### config.mk
export PLATFORM = sky130hd
export DESIGN_NAME = mfsc_ctrl
export DESIGN_NICKNAME = d
export VERILOG_FILES = /design/src/hdl/mfsc_pkg.sv /design/src/hdl/mfsc_ctrl.sv
export SDC_FILE = /design/constraint.sdc
export NUM_CORES = 1
export LEC_CHECK = 0
export BUFFER_PORTS_ARGS = -buffer_cell sky130_fd_sc_hd__buf_2
export CORE_AREA = 2 2 39 41
export CTS_CLUSTER_DIAMETER = 30
export DETAILED_ROUTE_END_ITERATION = 8
export DIE_AREA = 0 0 41 43
export PLACE_DENSITY = 0.52
export SYNTH_ARGS = -nofsm -noshare
export SYNTH_HDL_FRONTEND = slang
export SYNTH_SLANG_ARGS = --single-unit
### constraint.sdc
create_clock -name clk -period 3.77 [get_ports clk]
set_clock_uncertainty 0.05 [all_clocks]
set_input_delay 0.377 -clock clk [delete_from_list [all_inputs] [get_ports clk]]
set_output_delay 0.377 -clock clk [all_outputs]
set_load 0.01 [all_outputs]
### src/hdl/mfsc_pkg.sv
`timescale 1ns / 1ps
`default_nettype none
package mfsc_pkg;

  // Source screen geometry.
  localparam int SRC_WIDTH   = 400;
  localparam int SRC_HEIGHT  = 300;
  localparam int FRAME_BYTES = (SRC_WIDTH * SRC_HEIGHT + 7) / 8;
  localparam int ADDR_W      = $clog2(FRAME_BYTES);
  localparam int SX_W        = $clog2(SRC_WIDTH + 1);
  localparam int SY_W        = $clog2(SRC_HEIGHT + 1);
  localparam int IDX_W       = $clog2(SRC_WIDTH * SRC_HEIGHT) + 1;
  localparam int SRC_MAX     = (SRC_WIDTH > SRC_HEIGHT) ? SRC_WIDTH : SRC_HEIGHT;

  // Field widths.
  localparam int DIM_W      = 10;
  localparam int FMT_W      = 2;
  localparam int CFG_IDX_W  = 3;
  localparam int DIVIDEND_W = $clog2(((1 << DIM_W) - 1) * SRC_MAX + 1);

  // Bordered 480x320 panel layout.
  localparam int BORDER_W   = 480;
  localparam int BORDER_H   = 320;
  localparam int PAD_LEFT   = (BORDER_W - SRC_WIDTH) / 2;
  localparam int PAD_TOP    = (BORDER_H - SRC_HEIGHT) / 2;
  localparam int RING_INNER = 2;
  localparam int RING_OUTER = 4;
  localparam int CHK_SIZE   = 6;
  localparam int CHK_SHIFT  = 12;
  localparam int CHK_RECIP  = ((1 << CHK_SHIFT) + CHK_SIZE - 1) / CHK_SIZE;
  localparam int CHK_RECIP_W = $clog2(CHK_RECIP + 1);

  localparam logic [15:0] COL_RING_INNER = 16'h39E7;
  localparam logic [15:0] COL_RING_OUTER = 16'h18C3;
  localparam logic [15:0] COL_CHK_EVEN   = 16'h2104;
  localparam logic [15:0] COL_CHK_ODD    = 16'h4A69;
  localparam logic [15:0] COL_WHITE      = 16'hFFFF;
  localparam logic [15:0] COL_GREY_ON    = 16'h00FF;

  // Register reset values.
  localparam logic [31:0]      RST_BASE     = 32'h0081_0000;
  localparam logic [DIM_W-1:0] RST_DEST_W   = 10'd480;
  localparam logic [DIM_W-1:0] RST_DEST_H   = 10'd320;
  localparam logic [FMT_W-1:0] RST_FMT      = 2'd1;
  localparam logic [31:0]      RST_INTERVAL = 32'd33;

  typedef enum logic [1:0] {
    OP_WRITE,
    OP_READ,
    OP_RENDER,
    OP_REFRESH
  } mfsc_op_t;

  typedef enum logic [1:0] {
    FMT_MONO01,
    FMT_MONO10,
    FMT_RGB565,
    FMT_GREY
  } mfsc_fmt_t;

  typedef enum logic [CFG_IDX_W-1:0] {
    REG_BASE,
    REG_DEST_W,
    REG_DEST_H,
    REG_FMT,
    REG_EPAPER,
    REG_INTERVAL
  } mfsc_reg_t;

  typedef enum logic [2:0] {
    MODE_OUTSIDE,
    MODE_RING,
    MODE_BORDER_SRC,
    MODE_DIRECT,
    MODE_SCALED
  } mfsc_mode_t;

  typedef enum logic [2:0] {
    ST_CLEAR,
    ST_IDLE,
    ST_DECODE,
    ST_DIVX,
    ST_DIVY,
    ST_INDEX,
    ST_READ,
    ST_DONE
  } mfsc_state_t;

  typedef struct packed {
    logic clr_we;
    logic accept;
    logic decode;
    logic div_start;
    logic div_sel_y;
    logic sx_load_div;
    logic sy_load_div;
    logic src_load_direct;
    logic idx_load;
    logic mem_rd;
    logic commit;
  } mfsc_cmd_t;

  typedef struct packed {
    logic       clr_last;
    mfsc_op_t   op;
    mfsc_mode_t mode;
    logic       in_frame;
    logic       div_done;
    logic       out_free;
  } mfsc_status_t;

endpackage
`default_nettype wire

### src/hdl/mfsc_ctrl.sv
`timescale 1ns / 1ps
`default_nettype none
// Sequencer for one request at a time.
module mfsc_ctrl (
  input  wire logic                   clk,
  input  wire logic                   rst_n,
  input  wire logic                   in_valid,
  output logic                        in_stall,
  input  wire mfsc_pkg::mfsc_status_t status,
  output mfsc_pkg::mfsc_cmd_t         cmd
);

  mfsc_pkg::mfsc_state_t state_r;
  mfsc_pkg::mfsc_state_t state_nxt;
  logic                  render;
  logic                  direct_src;

  assign render     = status.op == mfsc_pkg::OP_RENDER;
  assign direct_src = status.mode inside {mfsc_pkg::MODE_BORDER_SRC, mfsc_pkg::MODE_DIRECT};

  always_ff @(posedge clk) begin
    if (!rst_n) begin
      state_r <= mfsc_pkg::ST_CLEAR;
    end else begin
      state_r <= state_nxt;
    end
  end

  always_comb begin
    state_nxt = state_r;
    case (state_r)
      mfsc_pkg::ST_CLEAR: begin
        if (status.clr_last) state_nxt = mfsc_pkg::ST_IDLE;
      end
      mfsc_pkg::ST_IDLE: begin
        if (in_valid) state_nxt = mfsc_pkg::ST_DECODE;
      end
      mfsc_pkg::ST_DECODE: begin
        case (status.op)
          mfsc_pkg::OP_WRITE, mfsc_pkg::OP_READ: begin
            state_nxt = status.in_frame ? mfsc_pkg::ST_READ : mfsc_pkg::ST_DONE;
          end
          mfsc_pkg::OP_RENDER: begin
            if (status.mode == mfsc_pkg::MODE_SCALED) begin
              state_nxt = mfsc_pkg::ST_DIVX;
            end else if (direct_src) begin
              state_nxt = mfsc_pkg::ST_INDEX;
            end else begin
              state_nxt = mfsc_pkg::ST_DONE;
            end
          end
          default: state_nxt = mfsc_pkg::ST_DONE;
        endcase
      end
      mfsc_pkg::ST_DIVX: begin
        if (status.div_done) state_nxt = mfsc_pkg::ST_DIVY;
      end
      mfsc_pkg::ST_DIVY: begin
        if (status.div_done) state_nxt = mfsc_pkg::ST_INDEX;
      end
      mfsc_pkg::ST_INDEX: state_nxt = mfsc_pkg::ST_READ;
      mfsc_pkg::ST_READ:  state_nxt = mfsc_pkg::ST_DONE;
      mfsc_pkg::ST_DONE: begin
        if (status.out_free) state_nxt = mfsc_pkg::ST_IDLE;
      end
      default: state_nxt = mfsc_pkg::ST_IDLE;
    endcase
  end

  always_comb begin
    cmd      = '0;
    in_stall = 1'b1;
    case (state_r)
      mfsc_pkg::ST_CLEAR: cmd.clr_we = 1'b1;
      mfsc_pkg::ST_IDLE: begin
        in_stall   = 1'b0;
        cmd.accept = in_valid;
      end
      mfsc_pkg::ST_DECODE: begin
        cmd.decode          = 1'b1;
        cmd.src_load_direct = render && direct_src;
        cmd.div_start       = render && status.mode == mfsc_pkg::MODE_SCALED;
      end
      mfsc_pkg::ST_DIVX: begin
        cmd.sx_load_div = status.div_done;
        cmd.div_start   = status.div_done;
        cmd.div_sel_y   = 1'b1;
      end
      mfsc_pkg::ST_DIVY:  cmd.sy_load_div = status.div_done;
      mfsc_pkg::ST_INDEX: cmd.idx_load = 1'b1;
      mfsc_pkg::ST_READ:  cmd.mem_rd = 1'b1;
      mfsc_pkg::ST_DONE:  cmd.commit = status.out_free;
      default: ;
    endcase
  end

endmodule
`default_nettype wire

==> key figures <==
Critical path
  – Worst path max stage delay: 620 ps
  – R2R Path Start: state_r[0]
  – CP cell instances: or3b_1 > nor2_1 > buf_2
  – Crit path launch type: register
  – Critical path peak fanout: 17
  – CP Depth: 3
  – Kind of end point of the critical path: output port
  – Crit Path Category: register to output port
  – Data arrival, critical path: 1530 ps
  – RR Endpoint: state_r[0]
  – Reg2Reg Depth: 4
  – Slowest stage cell, crit path: dfxtp_1
  – CP delay by family, top: flip-flops
  – Buffer and inverter count on the worst path: 1
  – Critical Path End: cmd[9]
  – Worst path required time: 3340 ps
  – Worst setup startpoint: state_r[0]
  – Worst R2R Setup Slack: 2270 ps

Synthesis
  – Ys Warns: 0
  – Synth Cell Area: 305 µm²
  – FF+latch count, synth: 3
  – Most area-consuming cells after synthesis: dfxtp_1, nor2_1, nand2_1, inv_1, nor4b_1
  – Yosys top cell area share: 19.7%
  – Leading area contributor after synthesis: dfxtp_1
  – Synth Instances: 49
  – Sequential area share after synthesis: 19.7%
  – Post-Syn Nets: 61
  – Cell variety after synth: 22
  – Syn avg cell area: 6.23 µm²

Routing
  – Detailed-route via count: 403
  – Number of iterations in the first detailed-routing pass: 4
  – First-iteration detailed-routing DRC count: 14
  – Remaining DRCs: 0
  – WL/cell: 9.85 µm
  – Vias/cell: 4.58
  – Routed wire length: 867 µm
  – Final antenna-violating net count: 0

Clock network
  – Max clock buf depth: 2
  – CTS tree: built
  – CTS clk-pin slew, worst paths: 40 ps
  – Quantity of gates resized following cts: 0
  – CTS buffer count: 3
  – Root Buffer: clkbuf_4
  – Hold_buf cts: 0
  – CTS H-tree depth: 1
  – Skew-Pair Late Insertion Delay: 230 ps
  – TritonCTS sink count: 3
  – Post-CTS Setup Inserts: 0

Min path
  – Min-delay src: rst_n
  – Worst Hold Class: input port to register

Placed design
  – Port bufs: 23
  – Post-DP HPWL: 681 µm
  – RePlAce Congestion: 0.724
  – Post-DP Area: 418 µm²

Final layout
  – Diodes inserted: 0
  – Layout cell share with drive strength beyond 1: 36.1%
  – Area growth syn-to-layout: 45.5%
  – Final instance area: 444 µm²
  – Max reg flops: 3
  – Largest registers: state_r: 3 flops
  – # fillers: 163
  – # nets final: 85
  – Biggest register: state_r

STA
  – RSZ-0062 raised after global routing: no
  – Slew headroom: 67.0%
  – Final period utilization: 51.9%
  – Min Hold Slack: 343 ps
  – Setup_tns: 0 ps
  – Fin. Hold Viols: 0
  – # setup viols final: 0
  – Period minus WS final: 1960 ps
  – Least-Margin Pin Slew: 495 ps
  – Max-slew violation count: 0
  – Max Freq: 511 MHz

Global route
  – Final global-route overflow total: 0
  – Initial antenna violation count: 0
  – Largest net degree at the start of global routing: 18
  – Vias in the first global route: 326
  – First-pass GRT wire length: 1330 µm
  – Gr usage total: 11.0%

Power
  – Maximum VDD drop: 0.0881 mV
  – Leakage power: 0.000220 µW
  – Power density over cell area: 363 nW/µm²

Die
  – Die area: 1760 µm²
  – Initial Util: 22.1%
  – Die width: 41 µm
  – Num rows: 14
  – Total core area: 1380 µm²
  – Ports: 24
  – Die Span Y: 43 µm

Job
  – Max_cap viols: 0

Status
  – Status: completed
==> routing by layer <==
layer	vias up	part of all wire, %	track usage (%)
met2	19	40	13.4
met4	0	0	8.00
li1	219	-	-
met5	-	0	0
met1	165	50	16.6
met3	0	9.9	1.57
==> layout make-up <==
| class | count | area [µm²] | area share [%] |
|---|---|---|---|
| Clock buffer | 4 | 26.3 | 5.92 |
| Inverter | 5 | 18.8 | 4.23 |
| Multi-Input combinational cell | 37 | 204 | 45.9 |
| Sequential cell | 3 | 60.1 | 13.5 |
| Tap cell | 16 | 20.0 | 4.51 |
| Timing Repair Buffer | 23 | 115 | 25.9 |
==> how the worst min path moves through the flow <==
stage	slack, ps	depth (start not counted)	end
2_1_floorplan	460	1	state_r[2]
3_3_place_gp	580	2	state_r[2]
3_5_place_dp	580	2	state_r[2]
4_1_cts	330	2	state_r[2]
5_1_grt	360	3	state_r[0]
6_report	340	2	state_r[2]
==> cells by family after synthesis <==
kind of cell / synth area share [%]
compound gates: 24.6
simple gates: 42.2
flops: 19.7
buf+inv: 13.5
==> placed cells by master (no fill, tap or decap), types with 2 or more instances in the layout <==
cell type   n
nor4b_1     2
dfxtp_1     3
a21boi_0    2
nor3_1      3
nand2_1     6
nand3_1     2
buf_2      23
clkbuf_4    3
inv_1       5
nor2b_1     2
o21ai_0     2
nor2_1      8
==> metrics by stage <==
stage          total power (µW)  utilization [%]  instances  worst slack (ps)
2_1_floorplan              87.4                -         49              2260
5_1_grt                     178             32.1         88              1710
6_report                    161             32.1         88              1810
3_5_place_dp                106             30.2         84              2060
3_3_place_gp                105             30.2         84              2110
4_1_cts                     164             32.1         88              1810
==> synthesized netlist by cell type <==
library cell / number
nor2_1: 8
o21ai_1: 1
a31oi_1: 1
or3b_1: 1
nor2b_1: 2
buf_4: 1
nor3_1: 3
and3_1: 1
buf_2: 3
o21ai_0: 2
nand2_1: 6
a32oi_1: 1
inv_1: 5
a311oi_1: 1
a21oi_1: 1
o311ai_0: 1
a21boi_0: 2
o31ai_1: 1
nor4_1: 1
dfxtp_1: 3
nor4b_1: 2
nand3_1: 2
==> power breakdown <==
| part | switching (µW) | total, µW | internal (µW) | leakage, µW |
|---|---|---|---|---|
| combinational | 27.0 | 51.9 | 24.9 | 0.000180 |
| clock | 16.4 | 56.0 | 39.7 | 0.0000150 |
| sequential | 16.7 | 53.4 | 36.7 | 0.0000247 |
| total | 60.1 | 161 | 101 | 0.000220 |
Power figures use the tool's default switching activity.
